--- src/gfit_pkg.sv ---
package gfit_pkg;

  localparam int MAX_COLS = 16;
  localparam int MAX_ROWS = 16;

  // fixed field widths of the item formats
  localparam int F_IDX_W = 4;
  localparam int F_CNT_W = 5;
  localparam int F_OP_W  = 2;
  localparam int F_ST_W  = 2;
  localparam int CFG_W   = 5;

  localparam int COL_IW = (MAX_COLS > 1) ? $clog2(MAX_COLS) : 1;
  localparam int ROW_IW = (MAX_ROWS > 1) ? $clog2(MAX_ROWS) : 1;
  localparam int COL_CW = $clog2(MAX_COLS + 1);
  localparam int ROW_CW = $clog2(MAX_ROWS + 1);
  localparam int HGT_W  = ROW_CW;

  localparam int MAX_A  = (F_CNT_W > COL_CW) ? F_CNT_W : COL_CW;
  localparam int MAX_B  = (MAX_A > ROW_CW) ? MAX_A : ROW_CW;
  localparam int SUM_W  = ((MAX_B > CFG_W) ? MAX_B : CFG_W) + 1;

  localparam int IN_W   = 24;
  localparam int OUT_W  = 16;
  localparam int APB_AW = 3;
  localparam int APB_DW = 32;

  typedef enum logic [F_OP_W-1:0] {
    OP_MARK  = 2'd0,
    OP_CLEAR = 2'd1,
    OP_FIND  = 2'd2,
    OP_NOP   = 2'd3
  } op_t;

  typedef enum logic [F_ST_W-1:0] {
    ST_OK      = 2'd0,
    ST_OOB     = 2'd1,
    ST_NOSPACE = 2'd2
  } status_t;

  typedef enum logic {
    REG_GRID_COLUMNS = 1'b0,
    REG_GRID_ROWS    = 1'b1
  } reg_idx_t;

  typedef logic [MAX_COLS-1:0] row_word_t;
  typedef logic [MAX_COLS-1:0][HGT_W-1:0] hgt_vec_t;

  // operands the sequencer hands to the row unit
  typedef struct packed {
    logic              set_bits;
    logic [F_IDX_W-1:0] col;
    logic [F_CNT_W-1:0] cols;
    logic [F_CNT_W-1:0] rows;
    logic [COL_CW-1:0]  grid_cols;
  } row_op_t;

  typedef struct packed {
    logic              hit;
    logic [COL_IW-1:0] col;
  } fit_res_t;

endpackage

--- src/gfit_occ_bank.sv ---
module gfit_occ_bank
  import gfit_pkg::*;
(
  input  logic              clk,
  input  logic              rst_n,
  input  logic [ROW_IW-1:0] rd_idx,
  output row_word_t         rd_data,
  input  logic              wr_en,
  input  logic [ROW_IW-1:0] wr_idx,
  input  row_word_t         wr_data
);

  row_word_t occ_r [MAX_ROWS];

  assign rd_data = occ_r[rd_idx];

  always_ff @(posedge clk) begin
    if (!rst_n) begin
      for (int i = 0; i < MAX_ROWS; i++) begin
        occ_r[i] <= '0;
      end
    end else if (wr_en) begin
      occ_r[wr_idx] <= wr_data;
    end
  end

endmodule

--- src/gfit_row_unit.sv ---
module gfit_row_unit
  import gfit_pkg::*;
(
  input  row_op_t   op,
  input  row_word_t row_word,
  input  hgt_vec_t  hgt,
  output row_word_t row_new,
  output hgt_vec_t  hgt_nxt,
  output fit_res_t  fit
);

  row_word_t                 mask;
  row_word_t                 ok;
  logic [2*MAX_COLS-1:0]     ok_ext;
  row_word_t                 fit_vec;
  logic                      win;

  // rectangle mask over columns col .. col+cols-1
  always_comb begin
    for (int x = 0; x < MAX_COLS; x++) begin
      mask[x] = (SUM_W'(x) >= SUM_W'(op.col)) &&
                (SUM_W'(x) < SUM_W'(op.col) + SUM_W'(op.cols));
    end
  end

  assign row_new = op.set_bits ? (row_word | mask) : (row_word & ~mask);

  // free-run height per column, ending at the current row
  always_comb begin
    for (int x = 0; x < MAX_COLS; x++) begin
      if (row_word[x]) begin
        hgt_nxt[x] = '0;
      end else if (hgt[x] == HGT_W'(MAX_ROWS)) begin
        hgt_nxt[x] = hgt[x];
      end else begin
        hgt_nxt[x] = hgt[x] + HGT_W'(1);
      end
      ok[x] = (SUM_W'(hgt_nxt[x]) >= SUM_W'(op.rows)) &&
              (SUM_W'(x) < SUM_W'(op.grid_cols));
    end
  end

  assign ok_ext = {{MAX_COLS{1'b0}}, ok};

  // a window of cols columns starting at x all tall enough
  always_comb begin
    for (int x = 0; x < MAX_COLS; x++) begin
      win = 1'b1;
      for (int j = 0; j < MAX_COLS; j++) begin
        if (SUM_W'(j) < SUM_W'(op.cols)) begin
          win = win & ok_ext[x+j];
        end
      end
      fit_vec[x] = win;
    end
  end

  always_comb begin
    fit.hit = |fit_vec;
    fit.col = '0;
    for (int x = MAX_COLS - 1; x >= 0; x--) begin
      if (fit_vec[x]) begin
        fit.col = COL_IW'(x);
      end
    end
  end

endmodule

--- src/grid_rectangle_first_fit.sv ---
// channel | direction | handshake                    | payload
// in_     | input     | in_tvalid / in_tready        | in_tdata: request item, 24 bits
// out_    | output    | out_tvalid / out_tready      | out_tdata: result item, 16 bits
// cfg_    | input     | psel, penable, pwrite, pready| grid_columns @0x0, grid_rows @0x4
//
// mark/clear: one occupancy row read-modified-written per cycle
// find: one candidate bottom row checked per cycle
// degenerate or out-of-bounds requests go from S_IDLE straight to S_DONE
// in_tready is low from acceptance until the result moves into the output register
// synchronous active-low reset clears the grid, sets both registers to 16
module grid_rectangle_first_fit
  import gfit_pkg::*;
(
  input  logic              clk,
  input  logic              rst_n,
  input  logic              in_tvalid,
  output logic              in_tready,
  // opcode[1:0], rect_col[5:2], rect_row[9:6], rect_cols[14:10], rect_rows[19:15]
  input  logic [IN_W-1:0]   in_tdata,
  output logic              out_tvalid,
  input  logic              out_tready,
  // status[1:0], found_col[5:2], found_row[9:6]
  output logic [OUT_W-1:0]  out_tdata,
  input  logic              cfg_psel,
  input  logic              cfg_penable,
  input  logic              cfg_pwrite,
  input  logic [APB_AW-1:0] cfg_paddr,
  input  logic [APB_DW-1:0] cfg_pwdata,
  output logic [APB_DW-1:0] cfg_prdata,
  output logic              cfg_pready
);

  typedef enum logic [3:0] {
    S_IDLE = 4'b0001,
    S_RECT = 4'b0010,
    S_FIND = 4'b0100,
    S_DONE = 4'b1000
  } state_t;

  state_t state_r, state_nxt;

  logic [CFG_W-1:0] grid_columns_r, grid_rows_r;

  logic [ROW_IW-1:0]  cur_r, cur_nxt;
  logic [ROW_IW-1:0]  last_r, last_nxt;
  logic               set_r, set_nxt;
  logic [F_IDX_W-1:0] col_r, col_nxt;
  logic [F_CNT_W-1:0] cols_r, cols_nxt;
  logic [F_CNT_W-1:0] rows_r, rows_nxt;
  hgt_vec_t           hgt_r, hgt_nxt;
  status_t            res_st_r, res_st_nxt;
  logic [F_IDX_W-1:0] res_col_r, res_col_nxt;
  logic [F_IDX_W-1:0] res_row_r, res_row_nxt;

  logic               out_valid_r;
  status_t            out_st_r;
  logic [F_IDX_W-1:0] out_col_r, out_row_r;

  op_t                in_op;
  logic [F_IDX_W-1:0] in_col, in_row;
  logic [F_CNT_W-1:0] in_cols, in_rows;

  logic [COL_CW-1:0] gc;
  logic [ROW_CW-1:0] gr;

  row_word_t rd_word, wr_word;
  logic      wr_en;
  row_op_t   rop;
  hgt_vec_t  hgt_calc;
  fit_res_t  fit;
  logic      cfg_wr;
  logic [SUM_W-1:0] frow;

  assign in_op   = op_t'(in_tdata[1:0]);
  assign in_col  = in_tdata[5:2];
  assign in_row  = in_tdata[9:6];
  assign in_cols = in_tdata[14:10];
  assign in_rows = in_tdata[19:15];

  assign gc = (SUM_W'(grid_columns_r) > SUM_W'(MAX_COLS)) ? COL_CW'(MAX_COLS)
                                                          : COL_CW'(grid_columns_r);
  assign gr = (SUM_W'(grid_rows_r) > SUM_W'(MAX_ROWS)) ? ROW_CW'(MAX_ROWS)
                                                       : ROW_CW'(grid_rows_r);

  // configuration port
  assign cfg_pready = 1'b1;
  assign cfg_wr     = cfg_psel && cfg_penable && cfg_pwrite && cfg_pready;

  always_ff @(posedge clk) begin
    if (!rst_n) begin
      grid_columns_r <= CFG_W'(16);
      grid_rows_r    <= CFG_W'(16);
    end else if (cfg_wr) begin
      unique case (reg_idx_t'(cfg_paddr[2]))
        REG_GRID_COLUMNS: grid_columns_r <= cfg_pwdata[CFG_W-1:0];
        REG_GRID_ROWS:    grid_rows_r    <= cfg_pwdata[CFG_W-1:0];
        default:          grid_rows_r    <= grid_rows_r;
      endcase
    end
  end

  always_comb begin
    unique case (reg_idx_t'(cfg_paddr[2]))
      REG_GRID_COLUMNS: cfg_prdata = APB_DW'(grid_columns_r);
      REG_GRID_ROWS:    cfg_prdata = APB_DW'(grid_rows_r);
      default:          cfg_prdata = '0;
    endcase
  end

  // occupancy storage and the shared row unit
  gfit_occ_bank u_bank (
    .clk     (clk),
    .rst_n   (rst_n),
    .rd_idx  (cur_r),
    .rd_data (rd_word),
    .wr_en   (wr_en),
    .wr_idx  (cur_r),
    .wr_data (wr_word)
  );

  assign rop.set_bits  = set_r;
  assign rop.col       = col_r;
  assign rop.cols      = cols_r;
  assign rop.rows      = rows_r;
  assign rop.grid_cols = gc;

  gfit_row_unit u_row (
    .op       (rop),
    .row_word (rd_word),
    .hgt      (hgt_r),
    .row_new  (wr_word),
    .hgt_nxt  (hgt_calc),
    .fit      (fit)
  );

  assign wr_en     = (state_r == S_RECT);
  assign in_tready = (state_r == S_IDLE);

  // top row of the hit: bottom row minus height plus one
  assign frow = SUM_W'(cur_r) + SUM_W'(1) - SUM_W'(rows_r);

  always_comb begin
    state_nxt   = state_r;
    cur_nxt     = cur_r;
    last_nxt    = last_r;
    set_nxt     = set_r;
    col_nxt     = col_r;
    cols_nxt    = cols_r;
    rows_nxt    = rows_r;
    hgt_nxt     = hgt_r;
    res_st_nxt  = res_st_r;
    res_col_nxt = res_col_r;
    res_row_nxt = res_row_r;

    unique case (state_r)
      S_IDLE: begin
        if (in_tvalid) begin
          set_nxt     = (in_op == OP_MARK);
          col_nxt     = in_col;
          cols_nxt    = in_cols;
          rows_nxt    = in_rows;
          res_st_nxt  = ST_OK;
          res_col_nxt = '0;
          res_row_nxt = '0;
          state_nxt   = S_DONE;
          unique case (in_op) inside
            OP_MARK, OP_CLEAR: begin
              if (in_cols != '0 && in_rows != '0) begin
                if (SUM_W'(in_col) + SUM_W'(in_cols) > SUM_W'(gc) ||
                    SUM_W'(in_row) + SUM_W'(in_rows) > SUM_W'(gr)) begin
                  res_st_nxt = ST_OOB;
                end else begin
                  cur_nxt   = ROW_IW'(in_row);
                  last_nxt  = ROW_IW'(SUM_W'(in_row) + SUM_W'(in_rows) - SUM_W'(1));
                  state_nxt = S_RECT;
                end
              end
            end
            OP_FIND: begin
              if (SUM_W'(in_cols) > SUM_W'(gc) || SUM_W'(in_rows) > SUM_W'(gr) ||
                  gc == '0 || gr == '0) begin
                res_st_nxt = ST_NOSPACE;
              end else if (in_cols != '0 && in_rows != '0) begin
                cur_nxt   = '0;
                hgt_nxt   = '0;
                state_nxt = S_FIND;
              end
            end
            default: begin
              res_st_nxt = ST_OK;
            end
          endcase
        end
      end
      S_RECT: begin
        if (cur_r == last_r) begin
          state_nxt = S_DONE;
        end else begin
          cur_nxt = cur_r + ROW_IW'(1);
        end
      end
      S_FIND: begin
        hgt_nxt = hgt_calc;
        if (fit.hit) begin
          res_st_nxt  = ST_OK;
          res_col_nxt = F_IDX_W'(fit.col);
          res_row_nxt = F_IDX_W'(frow);
          state_nxt   = S_DONE;
        end else if (ROW_CW'(cur_r) + ROW_CW'(1) == gr) begin
          res_st_nxt = ST_NOSPACE;
          state_nxt  = S_DONE;
        end else begin
          cur_nxt = cur_r + ROW_IW'(1);
        end
      end
      S_DONE: begin
        if (!out_valid_r || out_tready) begin
          state_nxt = S_IDLE;
        end
      end
      default: begin
        state_nxt = S_IDLE;
      end
    endcase
  end

  always_ff @(posedge clk) begin
    if (!rst_n) begin
      state_r <= S_IDLE;
    end else begin
      state_r <= state_nxt;
    end
  end

  always_ff @(posedge clk) begin
    cur_r     <= cur_nxt;
    last_r    <= last_nxt;
    set_r     <= set_nxt;
    col_r     <= col_nxt;
    cols_r    <= cols_nxt;
    rows_r    <= rows_nxt;
    hgt_r     <= hgt_nxt;
    res_st_r  <= res_st_nxt;
    res_col_r <= res_col_nxt;
    res_row_r <= res_row_nxt;
  end

  // output register, loaded when the finished item can move in
  always_ff @(posedge clk) begin
    if (!rst_n) begin
      out_valid_r <= 1'b0;
    end else if (state_r == S_DONE && (!out_valid_r || out_tready)) begin
      out_valid_r <= 1'b1;
    end else if (out_tready) begin
      out_valid_r <= 1'b0;
    end
  end

  always_ff @(posedge clk) begin
    if (state_r == S_DONE && (!out_valid_r || out_tready)) begin
      out_st_r  <= res_st_r;
      out_col_r <= res_col_r;
      out_row_r <= res_row_r;
    end
  end

  assign out_tvalid = out_valid_r;
  assign out_tdata  = {(OUT_W - F_ST_W - 2 * F_IDX_W)'(0), out_row_r, out_col_r, out_st_r};

endmodule

--- config.mk ---
export PLATFORM = sky130hd
export DESIGN_NAME = grid_rectangle_first_fit
export DESIGN_NICKNAME = d
export VERILOG_FILES = /design/src/gfit_pkg.sv /design/src/gfit_occ_bank.sv /design/src/gfit_row_unit.sv /design/src/grid_rectangle_first_fit.sv
export SDC_FILE = /design/constraint.sdc
export NUM_CORES = 1
export LEC_CHECK = 0
export BUFFER_PORTS_ARGS = -buffer_cell sky130_fd_sc_hd__clkbuf_2
export CAP_MARGIN = 0
export CORE_MARGIN = 8
export CORE_UTILIZATION = 67
export CTS_CLUSTER_DIAMETER = 50
export DETAILED_ROUTE_END_ITERATION = 8
export GPL_TIMING_DRIVEN = 0
export HOLD_SLACK_MARGIN = 0.1
export PLACE_DENSITY = 0.95
export RECOVER_POWER = 50
export REMOVE_ABC_BUFFERS = 1
export SLEW_MARGIN = 5
export SYNTH_ARGS = -nofsm -noshare
export SYNTH_HDL_FRONTEND = slang
export SYNTH_SLANG_ARGS = --single-unit
--- constraint.sdc ---
create_clock -name clk -period 16.46 [get_ports clk]
set_input_delay 4.115 -clock clk [delete_from_list [all_inputs] [get_ports clk]]
set_output_delay 4.115 -clock clk [all_outputs]
set_load 0.05 [all_outputs]
==> results.cfg <==
[run_status]
outcome = complete, but fails checks
violations = capacitance limit, slew limit

[synth]
avgSynthCellArea_sq_um = 11.62
yosysWarnings = 0
yosysUniqueCellTypes = 93
async_reset_ff_share_pct = 0
synth_cells = 1995
yosysTopAreaCell = edfxtp_1
synth_top_area_share_pct = 49.08
synth_seq_area_share_pct = 50.72
synthFlopType = edfxtp_1
synth_edf_count = 379
synth.area.top_cells = edfxtp_1 49%, ha_1 8.3%, mux4_2 7.8%, nor2_1 5.9%, nor3_1 1.8%
ys_ff_latch = 398
netlist_area_sq_um = 23190

[clock_tree]
numCtsBuffers = 42
clkTransAtPathRegs_ns = 0.07
cts_setup_buffers = 0
cts_tree = done
h-tree-depth = 2
cts-root-buf = clkbuf_16
clock_sinks = 398
clk_path_buf_depth = 3
ctsHoldBuffers = 0
clk_latency_ns = 0.59
cts_resized = 0

[critical_path]
critPathSlowestCell = clkbuf_1
crit_path_cell_trace = clkbuf_1 -> mux4_2 -> mux4_2 -> or3b_2 -> ha_1 -> nor2b_1 -> o21ai_1 -> nand3_2 -> a222oi_1 -> nand4b_1 -> nor4_4 -> nor3_1 -> nand4_1 -> nor2b_1
max_stage_delay_ns = 2.05
end_kind = flip-flop
cp.arrival_ns = 9.84
worstSetupPathType = flip-flop to flip-flop
path_delay_family = simple AND/OR/NAND/NOR gates
cp-start-kind = flip-flop
required_ns = 16.64
path_buf_inv = 1
worstPathMaxFanout = 33

[die]
die_area_sq_um = 40820
io_pins = 117
die_width_um = 202.0
rows = 68
core_area_sq_um = 34290
start_util_pct = 67.63
die_h_um = 202.0

[sta]
fmax_mhz = 103.5
slew-limit-headroom_pct = -84.27
rsz0062_at_grt = no
timing.final.max_slew_violations = 272
hold_viol = 0
tightest_slew_ns = 2.764
fin_skew_ns = 0.04379
setup_viol = 0
fin_crit_ns = 9.660
finalSetupTns_ns = 0
period_share_pct = 58.69
setup_ws_ns = 6.800

[layout]
layout-drive-gt1-share_pct = 11.48
final_util_pct = 72.41
ff_latch_area_sq_um = 11770
syn_to_final_growth_pct = 7.063
nFillCells = 1952
multiInputGateArea_sq_um = 10560
final_area_sq_um = 24830
nNetsFinal = 2219

[place]
place_area_sq_um = 23530
portBuffers = 49
pre_cts_ws_ns = 7.465
gp_congestion = 0.9073
dpl.hpwl_um = 42160

[pwr]
p_per_area_nw_per_um2 = 145.6
vdd_drop_max_uv = 118.6
power_w = 0.003616
power.leakage_nw = 9.214

[global_route]
antenna_found_initial = 2
grt_pass1_vias = 17937
gr-total-overflow = 0
grt_pass1_wl_um = 102300
grt_use_total_pct = 32.04
grt_start_max_net_pins = 71

[detailed_routing]
wire_per_inst_um = 27.38
drc = 0
dr_total_vias = 17775
ant_nets = 0
viasPerCell = 7.150
firstDrtPassIters = 8
drtIter0Drc = 2894
wl_um = 68070

[job]
maxCapViolCount = 15

[worst_hold_path]
hold_path_class = flip-flop to flip-flop
-- state kept, by name (all words and copies together) (netlist names), 2 cells and up, named ones only --
| name | cells |
|---|---|
| last_r | 4 |
| u_bank.occ_r | 256 |
| cols_r | 5 |
| out_row_r | 4 |
| out_st_r | 2 |
| out_col_r | 4 |
| res_row_r | 4 |
| grid_columns_r | 5 |
| col_r | 4 |
| grid_rows_r | 5 |
| hgt_r | 80 |
| res_col_r | 4 |
| cur_r | 4 |
| res_st_r | 2 |
| rows_r | 5 |
| state_r | 4 |
-- routing by layer --
layer | share of wire (%) | GRT usage, %
met2 | 49 | 55.24
met1 | 32 | 36.39
met5 | 0.022 | 0
met3 | 12 | 7.717
met4 | 7.0 | 17.53
-- Yosys cell counts, types with 10 or more instances --
library cell,count
edfxtp_1,379
nor2_1,366
ha_1,153
nand2_1,96
nor3_1,83
mux4_2,80
inv_1,76
nand3_1,60
clkbuf_1,54
nor2b_1,53
o21ai_0,50
a21oi_1,49
xor2_1,43
buf_4,39
buf_2,29
mux2i_1,26
xnor2_1,25
and2_1,24
a22oi_1,22
nand2b_1,20
dfxtp_1,19
nor4_1,12
a211oi_1,11
a31oi_1,11
o21ai_1,11
a221oi_1,10
mux2_2,10
-- cell families after synthesis --
kind of cell             synth area share (%)
AND/OR/NAND/NOR                         16.32
multiplexers                            9.378
flip-flops                              50.72
AO/OA/AOI/OAI                           8.002
adder cells (fa/ha/maj)                 8.601
buffers and inverters                   4.376
other                                 0.03239
XOR/XNOR                                2.568
-- final timing paths --
path	from	to	slack, ns	depth (start not counted)
worst max-delay path	flip-flop	res_col_r[1]	6.80	14
worst min-delay path	res_st_r[1]	out_st_r[1]	0.40	0
worst max register to register	flip-flop	res_col_r[1]	6.80	14
worst min register to register	res_st_r[1]	out_st_r[1]	0.40	0
-- power by group --
group / total [W] / internal (W) / switching, W
Clock: 0.000947 / 0.000523 / 0.000424
Sequential: 0.00134 / 0.00120 / 0.000137
Combinational: 0.00133 / 0.000460 / 0.000869
-- per-stage QoR --
stage               cells  hold slack, ns
detailed placement   2403          0.4045
global route         2486          0.4071
floorplan            1894          0.4003
global placement     2398          0.4021
finish               2486          0.4049
CTS                  2481          0.3954
-- final cells by class --
cell class	count	area share, %
clock buffer	52	4.511
sequential	398	47.39
antenna	1	0.01008
inverter	77	1.184
tap	455	2.293
multi-input combinational	1419	42.54
clock inverter	26	0.9172
timing repair buffer	58	1.159
-- layout by cell type (no fill, tap or decap), types with 7 or more instances in the layout --
cell         n
conb_1      34
and2_1      11
a222oi_1     8
clkbuf_16   43
a21oi_1     49
nand2_1     95
o22ai_1      8
nor3_1      82
mux4_2      80
a31oi_1     11
a221oi_1    10
o21ai_0     50
a211oi_1    11
inv_1       76
and2_0      13
clkinv_1     7
nor4_1      12
o21a_1       9
or3_1        7
a21o_1       9
dfxtp_1     18
ha_1       153
mux2i_1     26
edfxtp_1   379
a22oi_1     22
nand3_1     60
mux2_2      10
clkbuf_2    21
clkinv_2    10
xnor2_1     25
nand3b_1     7
nand2b_1    20
nor2_1     366
o21ai_1     11
clkbuf_1    41
xor2_1      43
nor2b_1     52
(Power assumes the default switching activity.)
